--- src/mflg_pkg.sv ---
// ---------------------------------------------------------------------------
// mflg_pkg
// Shared widths, register map, datapath operations and status bundle of the
// level-graph maximum-flow block.
// ---------------------------------------------------------------------------
package mflg_pkg;

  // Default sizes of the graph store.
  localparam int DEF_MAX_NODES = 512;
  localparam int DEF_MAX_EDGES = 1024;

  // Fixed field widths.
  localparam int NODE_NUM_W = 10;
  localparam int CAP_W      = 30;
  localparam int FLOW_W     = 40;

  // Configuration port.
  localparam int CFG_ADDR_W = 3;
  localparam int CFG_DATA_W = 32;
  localparam logic [CFG_ADDR_W-1:0] REG_NODE_COUNT = 3'd0;
  localparam logic [NODE_NUM_W-1:0] NODE_COUNT_RESET = 10'd2;

  // Largest residual value; also the starting point of a bottleneck search.
  localparam logic [CAP_W-1:0] CAP_MASK = '1;

  // One operation per cycle, issued by the controller to the datapath.
  typedef enum logic [5:0] {
    OP_NONE,
    OP_LATCH,
    OP_CLR_FIRST,
    OP_RA,
    OP_WA,
    OP_RB,
    OP_WB,
    OP_SOLVE,
    OP_VCLR,
    OP_BSEED,
    OP_BHEAD,
    OP_BU,
    OP_BE,
    OP_BSCAN,
    OP_BV,
    OP_BCHK,
    OP_CIRD,
    OP_CIWR,
    OP_DTOP,
    OP_DE,
    OP_DSCAN,
    OP_DV,
    OP_DCHK,
    OP_DADV,
    OP_DPOP,
    OP_DPOP2,
    OP_AMRS,
    OP_AMRR,
    OP_AMMN,
    OP_AURS,
    OP_AURR,
    OP_AUW1,
    OP_AUW2,
    OP_AFIN,
    OP_EMIT
  } dp_op_t;

  // Conditions reported by the datapath to the controller.
  typedef struct packed {
    logic in_ok;
    logic last_in;
    logic last_lat;
    logic n_ok;
    logic clr_last;
    logic head_lt_tail;
    logic sink_hit;
    logic e_valid;
    logic ci_last;
    logic at_sink;
    logic match;
    logic can_push;
    logic depth_zero;
    logic aug_last;
    logic out_busy;
  } dp_status_t;

endpackage

--- src/mflg_ctrl.sv ---
// ---------------------------------------------------------------------------
// mflg_ctrl
// Sequencer of the flow block: edge loading, level passes, augmenting
// searches, bottleneck updates, result hand-off and store clearing.
// ---------------------------------------------------------------------------
module mflg_ctrl (
  input  logic                clk,
  input  logic                rst,
  input  logic                in_valid,
  output logic                in_stall,
  input  mflg_pkg::dp_status_t st,
  output mflg_pkg::dp_op_t    op
);

  import mflg_pkg::*;

  typedef enum logic [33:0] {
    S_CLR   = 34'b1 << 0,
    S_IDLE  = 34'b1 << 1,
    S_RA    = 34'b1 << 2,
    S_WA    = 34'b1 << 3,
    S_RB    = 34'b1 << 4,
    S_WB    = 34'b1 << 5,
    S_SOLVE = 34'b1 << 6,
    S_VCLR  = 34'b1 << 7,
    S_BSEED = 34'b1 << 8,
    S_BHEAD = 34'b1 << 9,
    S_BU    = 34'b1 << 10,
    S_BE    = 34'b1 << 11,
    S_BSCAN = 34'b1 << 12,
    S_BV    = 34'b1 << 13,
    S_BCHK  = 34'b1 << 14,
    S_CIRD  = 34'b1 << 15,
    S_CIWR  = 34'b1 << 16,
    S_DTOP  = 34'b1 << 17,
    S_DE    = 34'b1 << 18,
    S_DSCAN = 34'b1 << 19,
    S_DV    = 34'b1 << 20,
    S_DCHK  = 34'b1 << 21,
    S_DADV  = 34'b1 << 22,
    S_DPOP  = 34'b1 << 23,
    S_DPOP2 = 34'b1 << 24,
    S_AMRS  = 34'b1 << 25,
    S_AMRR  = 34'b1 << 26,
    S_AMMN  = 34'b1 << 27,
    S_AURS  = 34'b1 << 28,
    S_AURR  = 34'b1 << 29,
    S_AUW1  = 34'b1 << 30,
    S_AUW2  = 34'b1 << 31,
    S_AFIN  = 34'b1 << 32,
    S_EMIT  = 34'b1 << 33
  } state_t;

  state_t state;
  state_t state_next;

  // Items are taken only while waiting for the next edge.
  assign in_stall = (state != S_IDLE);

  // State register; reset starts the clearing pass of the list heads.
  always_ff @(posedge clk) begin
    if (rst) begin
      state <= S_CLR;
    end else begin
      state <= state_next;
    end
  end

  // Next state and datapath operation.
  always_comb begin
    state_next = state;
    op         = OP_NONE;
    case (state)
      S_CLR: begin
        op = OP_CLR_FIRST;
        if (st.clr_last) state_next = S_IDLE;
      end
      S_IDLE: begin
        if (in_valid) begin
          op = OP_LATCH;
          if (st.in_ok) state_next = S_RA;
          else if (st.last_in) state_next = S_SOLVE;
        end
      end
      S_RA: begin
        op = OP_RA;
        state_next = S_WA;
      end
      S_WA: begin
        op = OP_WA;
        state_next = S_RB;
      end
      S_RB: begin
        op = OP_RB;
        state_next = S_WB;
      end
      S_WB: begin
        op = OP_WB;
        state_next = st.last_lat ? S_SOLVE : S_IDLE;
      end
      S_SOLVE: begin
        op = OP_SOLVE;
        state_next = st.n_ok ? S_VCLR : S_EMIT;
      end
      S_VCLR: begin
        op = OP_VCLR;
        if (st.clr_last) state_next = S_BSEED;
      end
      S_BSEED: begin
        op = OP_BSEED;
        state_next = S_BHEAD;
      end
      S_BHEAD: begin
        op = OP_BHEAD;
        if (st.head_lt_tail) state_next = S_BU;
        else state_next = st.sink_hit ? S_CIRD : S_EMIT;
      end
      S_BU: begin
        op = OP_BU;
        state_next = S_BE;
      end
      S_BE: begin
        op = OP_BE;
        state_next = S_BSCAN;
      end
      S_BSCAN: begin
        op = OP_BSCAN;
        state_next = st.e_valid ? S_BV : S_BHEAD;
      end
      S_BV: begin
        op = OP_BV;
        state_next = S_BCHK;
      end
      S_BCHK: begin
        op = OP_BCHK;
        state_next = S_BSCAN;
      end
      S_CIRD: begin
        op = OP_CIRD;
        state_next = S_CIWR;
      end
      S_CIWR: begin
        op = OP_CIWR;
        state_next = st.ci_last ? S_DTOP : S_CIRD;
      end
      S_DTOP: begin
        op = OP_DTOP;
        state_next = st.at_sink ? S_AMRS : S_DE;
      end
      S_DE: begin
        op = OP_DE;
        state_next = S_DSCAN;
      end
      S_DSCAN: begin
        op = OP_DSCAN;
        state_next = st.e_valid ? S_DV : S_DADV;
      end
      S_DV: begin
        op = OP_DV;
        state_next = S_DCHK;
      end
      S_DCHK: begin
        op = OP_DCHK;
        state_next = st.match ? S_DADV : S_DSCAN;
      end
      S_DADV: begin
        op = OP_DADV;
        if (st.can_push) state_next = S_DTOP;
        else state_next = st.depth_zero ? S_VCLR : S_DPOP;
      end
      S_DPOP: begin
        op = OP_DPOP;
        state_next = S_DPOP2;
      end
      S_DPOP2: begin
        op = OP_DPOP2;
        state_next = S_DTOP;
      end
      S_AMRS: begin
        op = OP_AMRS;
        state_next = S_AMRR;
      end
      S_AMRR: begin
        op = OP_AMRR;
        state_next = S_AMMN;
      end
      S_AMMN: begin
        op = OP_AMMN;
        state_next = st.aug_last ? S_AURS : S_AMRS;
      end
      S_AURS: begin
        op = OP_AURS;
        state_next = S_AURR;
      end
      S_AURR: begin
        op = OP_AURR;
        state_next = S_AUW1;
      end
      S_AUW1: begin
        op = OP_AUW1;
        state_next = S_AUW2;
      end
      S_AUW2: begin
        op = OP_AUW2;
        state_next = st.aug_last ? S_AFIN : S_AURS;
      end
      S_AFIN: begin
        op = OP_AFIN;
        state_next = S_DTOP;
      end
      S_EMIT: begin
        if (!st.out_busy) begin
          op = OP_EMIT;
          state_next = S_CLR;
        end
      end
      default: begin
        state_next = S_CLR;
      end
    endcase
  end

endmodule

--- config.mk ---
export PLATFORM = sky130hd
export DESIGN_NAME = mflg_ctrl
export DESIGN_NICKNAME = d
export VERILOG_FILES = /design/src/mflg_pkg.sv /design/src/mflg_ctrl.sv
export SDC_FILE = /design/constraint.sdc
export NUM_CORES = 1
export LEC_CHECK = 0
export BUFFER_PORTS_ARGS = -buffer_cell sky130_fd_sc_hd__buf_2
export CAP_MARGIN = 10
export CORE_UTILIZATION = 40
export CTS_BUF_LIST = sky130_fd_sc_hd__clkbuf_2 sky130_fd_sc_hd__clkbuf_4 sky130_fd_sc_hd__clkbuf_8
export CTS_CLUSTER_DIAMETER = 150
export DETAILED_ROUTE_END_ITERATION = 7
export PLACE_DENSITY = 0.55
export SLEW_MARGIN = 20
export SYNTH_ARGS = -nofsm -noshare
export SYNTH_HDL_FRONTEND = slang
export SYNTH_SLANG_ARGS = --single-unit
--- constraint.sdc ---
create_clock -name clk -period 3.2 [get_ports clk]
set_clock_uncertainty 0.1 [all_clocks]
set_input_delay 0.16 -clock clk [delete_from_list [all_inputs] [get_ports clk]]
set_output_delay 0.16 -clock clk [all_outputs]
set_load 0.01 [all_outputs]
After elaboration in Yosys (flattened, before gate mapping). Cells that the tools add are included.

Flip-flop bits (word level): 34. Output and inout port bits: 7.

Muxes and demuxes: 23. Reductions and logical operators: 3. Eq/ne operators: 40.

Operators by type and width (count): $pmux W34 S32 (1); $mux W34 (9); $pmux W6 S34 (1); $mux W24 (2); $mux W23 (2); $eq A34 B1 Y1 const B (1); $eq A34 B10 Y1 const B (1); $eq A34 B11 Y1 const B (1); $eq A34 B12 Y1 const B (1); $eq A34 B13 Y1 const B (1); $eq A34 B14 Y1 const B (1); $eq A34 B15 Y1 const B (1); $eq A34 B16 Y1 const B (1); $eq A34 B17 Y1 const B (1); $eq A34 B18 Y1 const B (1); $eq A34 B19 Y1 const B (1); $eq A34 B2 Y1 const B (1); $eq A34 B20 Y1 const B (1); $eq A34 B21 Y1 const B (1); $eq A34 B22 Y1 const B (1); $eq A34 B23 Y1 const B (1); $eq A34 B24 Y1 const B (1); $eq A34 B25 Y1 const B (1); $eq A34 B26 Y1 const B (1); 28 further kinds (32).

Logic depth before layout (Yosys ltp). Gate-level depths: netlist (run 1).

Depth after elaboration: 4. Depth in mapped cells: 8. Mapped depth without buffers: 6.

Worst setup path before layout (run 1). OpenSTA, ideal clock, no wires.

Kind: reg2out. Start: reg state[24]. End: out op[1]. Arrival: 2.011 ns. Required time: 2.940 ns. Stages on the path, launching flop included: 8. Slack: 0.929 ns. Buffers on the path: 2. Cells stage by stage: dfxtp_1 clkbuf_1 nor4_4 nand4_1 clkbuf_1 or4_1 o21ai_0 a2111o_1.

Word-level cells in the longest chain between the ends: 2. Elaborated cells on any way between the ends: 35. Classes of those cells: eq/ne (34); mux (1).

RTL lines: start: declaration (line mflg_ctrl.sv:54) `state_t state;`; start signal: assignment (line mflg_ctrl.sv:65) `state <= state_next;`; $eq A34 B34 Y1, or another cell as far along (line mflg_ctrl.sv:73) `case (state)`; $pmux W6 S34 * (line mflg_ctrl.sv:73); end: declaration (line mflg_ctrl.sv:12) `output mflg_pkg::dp_op_t op`.

Mark *: on every way between the ends. The rest lies on a longest branch, timed or not.

Worst setup path in the final report (run 1).
Start: reg state[28]. End: out op[0].

The elaborated chain is that of the path after synthesis.

==> results.cfg, run 1 <==
[outcome]
outcome = finished, final reports clean

[clock_network]
cts_tree = done
clk_pin_slew_ps = 70
clkSinkCount = 34
cts_max_level = 2
clock_tree.buffer_depth = 2
worst_skew_pair.late_latency_ps = 290
cts_buffers = 5
clockRootBuffer = clkbuf_8

[routing]
routed-via-count = 2274
routed_via_density = 6.02
drc = 0
drtAntennaViolNets = 0
drt_wl_total_mm = 6.86
routed_wire_length_per_instance_um = 18.1
drt_first_iter_violations = 149
drt_pass1_iterations = 4

[placement]
finalWeightedCongestion = 0.907
place_area_um2 = 2520
dp.cells = 369
portBuffers = 24
place_hpwl_mm = 5.47

[sta]
final.hold.worst_slack_ps = 27.8
slew_headroom_pct = 61.5
finalHoldViolations = 0
setup_viol = 0
max_freq_mhz = 337
unrepaired_setup_endpoints_after_global_routing = false
layout_min_cycle_time_ps = 2970
slew_violations = 0
slew_at_the_pin_closest_to_its_max_slew_limit_ps = 578
setup_total_negative_slack_ps = 0
timing.final.crit_share_pct = 92.7

[floorplanning]
die_w_um = 77.6
initial_utilization_pct = 41.5
io_pins = 25
floorplan.die.height_um = 77.6
core_region_area_um2 = 5510
dieArea_um2 = 6020
floorplan.rows = 27

[setup_path]
worst-r2r-setup-slack_ps = 440
path_delay_family = simple AND/OR/NAND/NOR gates
cpMaxStageDelayCell = or4_4
critPathArrivalTime_ps = 2710
regToRegStartpoint = state[8]$_SDFFE_PP0P_
rr_worst_depth = 6
regToRegEndpoint = state[23]$_SDFFE_PP0P_
critical_path_s_largest_stage_delay_ps = 610
path_max_fanout = 9
end_kind = output pin
crit_chain = nor4_4, nand4_4, or4_4, a2bb2oi_1, o2111ai_1, a311o_1, buf_2
worst-setup-path-type = register to output pin
worstPathRequired_ps = 2940
cp_launch_type = register
depth_of_the_critical_timing_path_with_buffers_and_inverters_included = 7
path_buf_inv = 1

[finish]
final_cells = 378
largest_register_ffs = 34
final.fill_count = 583
insertedDiodeCount = 0
area_grow_syn2layout_pct = 15.7
max_flop_register = state
post_route_cells_drive_above_1_share_pct = 19.6
biggestRegsByFlops = state (34)
layout.nets = 325
stdcell_area_um2 = 2640

[logic_synthesis]
ys_types = 58
yosys_warnings = 0
syn_nets = 292
synth-seq-area-share_pct = 29.8
synth.most_common_cell = nor2_1
postSynth.topFlopCell = dfxtp_1
synth_edf_count = 0
proportion_of_register_bits_with_asynchronous_set_or_reset_after_synthesis_pct = 0
avgSynthCellArea_um2 = 8.34
synth_top_area_share_pct = 29.8
postSynthCellCount = 274
synth.ff_latch_count = 34
synth.cell_area_um2 = 2290
yosys-top-cells-count = nor2_1 (35), dfxtp_1 (34), nor3_1 (22)
synthDominantAreaCellType = dfxtp_1
synth.area.top_cells = dfxtp_1 (30%), nor4_4 (6.5%), nor2_1 (5.7%)

[power]
powerDensity_nw_per_um2 = 456
power_leakage_nw = 1.00
power.ir.vdd_worst_v = 0.000260

[grt]
grt_overflow = 0
first_pass_grt_wire_length_mm = 10.7
grt_antenna_before_repair = 0
first_global_vias = 2065
grt_max_degree = 30
groute.usage.overall_pct = 23.6

[min_path]
holdPathStages = 3
min-delay-path-class = primary input to register
endpoint_of_the_worst_hold_timing_path = state[15]$_SDFFE_PP0P_
worst_hold_startpoint = st[8]

[flow_run]
timing.max_cap.violations = 0
==> power by group <==
group          switching, mW  total (mW)  internal, mW  leakage (nW)
Clock                  0.153       0.319         0.166        0.0431
Sequential            0.0274       0.464         0.437         0.274
Combinational          0.253       0.423         0.170         0.686
==> tightest hold or removal path, delay by kind of cell <==
kind / cells / cell delay [ps]
buf+inv: 1 / 90
simple gates: 1 / 80
compound gates: 1 / 50
==> placed cells by master, fill, tap and decap left out, drive strengths merged, types with 2 or more instances in the layout <==
master	synthesis	layout
nor4b	10	10
dlygate4sd3	0	3
a21oi	8	8
clkbuf	7	6
nand3	8	8
or4	2	2
nor2	35	35
nand3b	8	8
nand4	13	13
xnor2	3	3
o31ai	2	2
or3	3	3
nand4b	9	9
and4	2	2
o22ai	2	2
o21ai	8	8
nand2	18	18
a31oi	2	2
inv	6	6
xor2	5	5
o2111ai	3	3
nor3	24	24
a211oi	3	3
nor2b	2	2
a311o	2	2
a221oi	3	3
buf	2	32
nand2b	7	7
nor3b	5	5
or4b	3	3
nor4	17	17
or2	2	2
dfxtp	34	34
==> cell type report <==
cell class / count / area, um^2 / area share (%)
flip-flops and latches: 34 / 681 / 25.7
multi-input cells: 225 / 1560 / 58.9
well taps: 72 / 90.1 / 3.41
repair buffers: 35 / 210 / 7.95
inverters: 6 / 22.5 / 0.852
clock buffers: 6 / 82.6 / 3.12
==> worst max path at each step <==
| stage | from | to | slack, ps |
|---|---|---|---|
| 2_1_floorplan | state[24]$_SDFFE_PP0P_ | op[1] | 930 |
| 3_3_place_gp | state[28]$_SDFFE_PP0P_ | op[0] | 540 |
| 3_5_place_dp | state[26]$_SDFFE_PP0P_ | op[1] | 520 |
| 4_1_cts | state[26]$_SDFFE_PP0P_ | op[1] | 200 |
| 5_1_grt | state[28]$_SDFFE_PP0P_ | op[0] | 70 |
| 6_report | state[28]$_SDFFE_PP0P_ | op[0] | 230 |
==> per-stage QoR <==
| stage | worst slack, ps | total power, mW | util, % |
|---|---|---|---|
| floorplan | 929 | 0.753 | - |
| global placement | 535 | 0.889 | 45.8 |
| detailed placement | 522 | 0.890 | 45.8 |
| CTS | 196 | 1.21 | 47.8 |
| global route | 70.6 | 1.28 | 48.0 |
| finish | 234 | 1.21 | 48.0 |
==> layer usage <==
| layer | part of all wire [%] | routed length [um] | track usage, % |
|---|---|---|---|
| met4 | 3.1 | 211 | 10.4 |
| met3 | 3.3 | 225 | 2.82 |
| met2 | 46 | 3180 | 38.9 |
| met5 | 0 | 0 | 0 |
| met1 | 47 | 3250 | 30.6 |
==> logic make-up after synthesis <==
logic type	Yosys count	share of synthesized area, %
and+or+nand+nor	172	50.3
AOI/OAI and AO/OA	45	14.3
DFF	34	29.8
buffers and inverters	15	2.57
xor gates and xnor gates	8	3.07
==> repair_timing <==
item,CTS,global route
hold endpoints to repair,2,0
hold buffers,3,0
buffers inserted,0,0
endpoints found under the setup margin,0,1
resized for setup,0,2
Power figures use the tool's default switching activity.
==> run 2, diff against run 1 <==
--- a/config.mk
+++ b/config.mk
@@ -11,7 +11,7 @@
 export CTS_BUF_LIST = sky130_fd_sc_hd__clkbuf_2 sky130_fd_sc_hd__clkbuf_4 sky130_fd_sc_hd__clkbuf_8
 export CTS_CLUSTER_DIAMETER = 150
 export DETAILED_ROUTE_END_ITERATION = 7
-export PLACE_DENSITY = 0.55
+export SKIP_LAST_GASP = 1
 export SLEW_MARGIN = 20
 export SYNTH_ARGS = -nofsm -noshare
 export SYNTH_HDL_FRONTEND = slang
==> run 2 against run 1 <==
Against the previous run: total power rose by 5.5%; critical path depth unchanged; non-clock buffer count is 1 lower; global-route usage is 0.69 points lower; sequential share of layout area fell by 0.38 points; worst setup slack worse by 110 ps; sequential power barely moved; final area rose by 1.5%; fmax fell by 3.4%; clock power is 27% higher.
==> results.cfg, run 2 (same netlist as run 1, synthesis figures left out) <==
[outcome]
outcome = finished, final reports clean

[power]
p_sw_mw = 0.431
power.clock.fraction_pct = 31.8
internal-power_mw = 0.841
seq_power_share_pct = 36.4
power.ir.vdd_worst_v = 0.000280
sw_frac_of_total_pct = 33.9
power_leakage_nw = 1.02
comb_power_share_pct = 31.8
powerDensity_nw_per_um2 = 474

[sta]
layout_min_cycle_time_ps = 3070
slew_headroom_pct = 62.0
timing.final.crit_share_pct = 96.0
setup_viol = 0
max_freq_mhz = 326
final.hold.worst_slack_ps = 19.5
timing.final.ws_setup_ps = 129
slew_violations = 0
unrepaired_setup_endpoints_after_global_routing = true
slew_at_the_pin_closest_to_its_max_slew_limit_ps = 570
finalHoldViolations = 0

[routing]
drc = 0
drt_pass1_iterations = 5
routed_wire_length_per_instance_um = 17.3
routed_via_density = 6.22
routed-via-count = 2358
drtAntennaViolNets = 0
drt_first_iter_violations = 242
drt_wl_total_mm = 6.55

[floorplanning]
floorplan.rows = 27
floorplan.die.height_um = 77.6
die_w_um = 77.6
dieArea_um2 = 6020
core_region_area_um2 = 5510
initial_utilization_pct = 41.5
io_pins = 25

[finish]
largest_register_ffs = 34
multi_input_area_um2 = 1570
final_util_pct = 48.7
stdcell_area_um2 = 2680
final_cells = 379
final_common_cell = nor2_1
area_grow_syn2layout_pct = 17.4
storage_cell_area_um2 = 681
mostFrequentLayoutCells = nor2_1 (35), dfxtp_1 (34), buf_2 (24), nor3_1 (22), nand2_1 (18)
biggestRegsByFlops = state (34)
final.fill_count = 534
insertedDiodeCount = 0
layout.nets = 324
post_route_cells_drive_above_1_share_pct = 20.2
max_flop_register = state

[grt]
grt_max_degree = 30
grt_antenna_before_repair = 0
groute.usage.overall_pct = 22.9
first_global_vias = 2150
grt_overflow = 0
first_pass_grt_wire_length_mm = 10.7

[setup_path]
worst-setup-path-type = register to output pin
path_buf_inv = 1
cp_launch_type = register
critical_path_s_largest_stage_delay_ps = 530
worstPathRequired_ps = 2940
path_delay_family = simple AND/OR/NAND/NOR gates
end_kind = output pin
cpMaxStageDelayCell = nor4_4
path_max_fanout = 7
crit_chain = nor4_4, nand4_1, nor4_2, nor3b_1, nand4bb_1, a2111o_1, buf_2
critPathArrivalTime_ps = 2810

[placement]
portBuffers = 24
place_hpwl_mm = 5.12
finalWeightedCongestion = 0.954
dp.cells = 364
dp_slack_ps = 396
place_area_um2 = 2480

[flow_run]
timing.max_cap.violations = 0

[clock_network]
clkSinkCount = 34
cts_max_level = 2
clockRootBuffer = clkbuf_8
clock_tree.buffer_depth = 2
cts_buffers = 5
cts_tree = done
clk_pin_slew_ps = 70
worst_skew_pair.late_latency_ps = 290

[min_path]
min-delay-path-class = primary input to register
==> run 2: metal layers <==
metal	wire, um	GRT usage, %	vias to the layer above
li1	-	-	1137
met1	2920	30.4	1096
met2	3000	36.5	101
met3	417	3.88	24
met4	214	9.43	0
met5	0	0	-
==> run 2: final timing paths <==
path | start | endpoint | slack, ps | cells past startpoint
setup / recovery | state[26]$_SDFFE_PP0P_ | op[1] | 130 | 7
hold / removal | st[8] | state[15]$_SDFFE_PP0P_ | 20 | 3
setup reg to reg | state[26]$_SDFFE_PP0P_ | state[23]$_SDFFE_PP0P_ | 290 | 6
hold reg to reg | state[1]$_SDFFE_PP0P_ | state[1]$_SDFFE_PP0P_ | 470 | 2
==> run 2: tightest hold or removal path, cell delays in order <==
cell     delay, ps
buf_2           90
a21oi_1         50
nor2_1          70
==> run 2: power by group through the flow <==
stage	registers, mW	logic (mW)	clock network (mW)
3_3_place_gp	0.471	0.387	0
3_5_place_dp	0.472	0.385	0
4_1_cts	0.462	0.389	0.410
5_1_grt	0.466	0.444	0.434
6_report	0.463	0.404	0.405
2_1_floorplan	0.465	0.288	0
==> run 2: layout make-up <==
class	count	share of cell area, %
clock buffers	7	3.12
multi-input cells	225	58.6
repair buffers	34	7.55
well taps	72	3.36
clock inverters	1	1.12
flip-flops and latches	34	25.4
inverters	6	0.839
==> run 2: repair_timing <==
item | CTS | global route
resized for setup | 0 | 4
buffers inserted | 0 | 4
endpoints found under the setup margin | 0 | 3
endpoints found under the hold margin | 2 | 0
hold buffers | 3 | 0
==> run 2: through the flow <==
step	TNS, ps	power (mW)
finish	0	1.27
global placement	0	0.858
detailed placement	0	0.857
global route	-46.1	1.34
CTS	0	1.26
floorplan	0	0.753
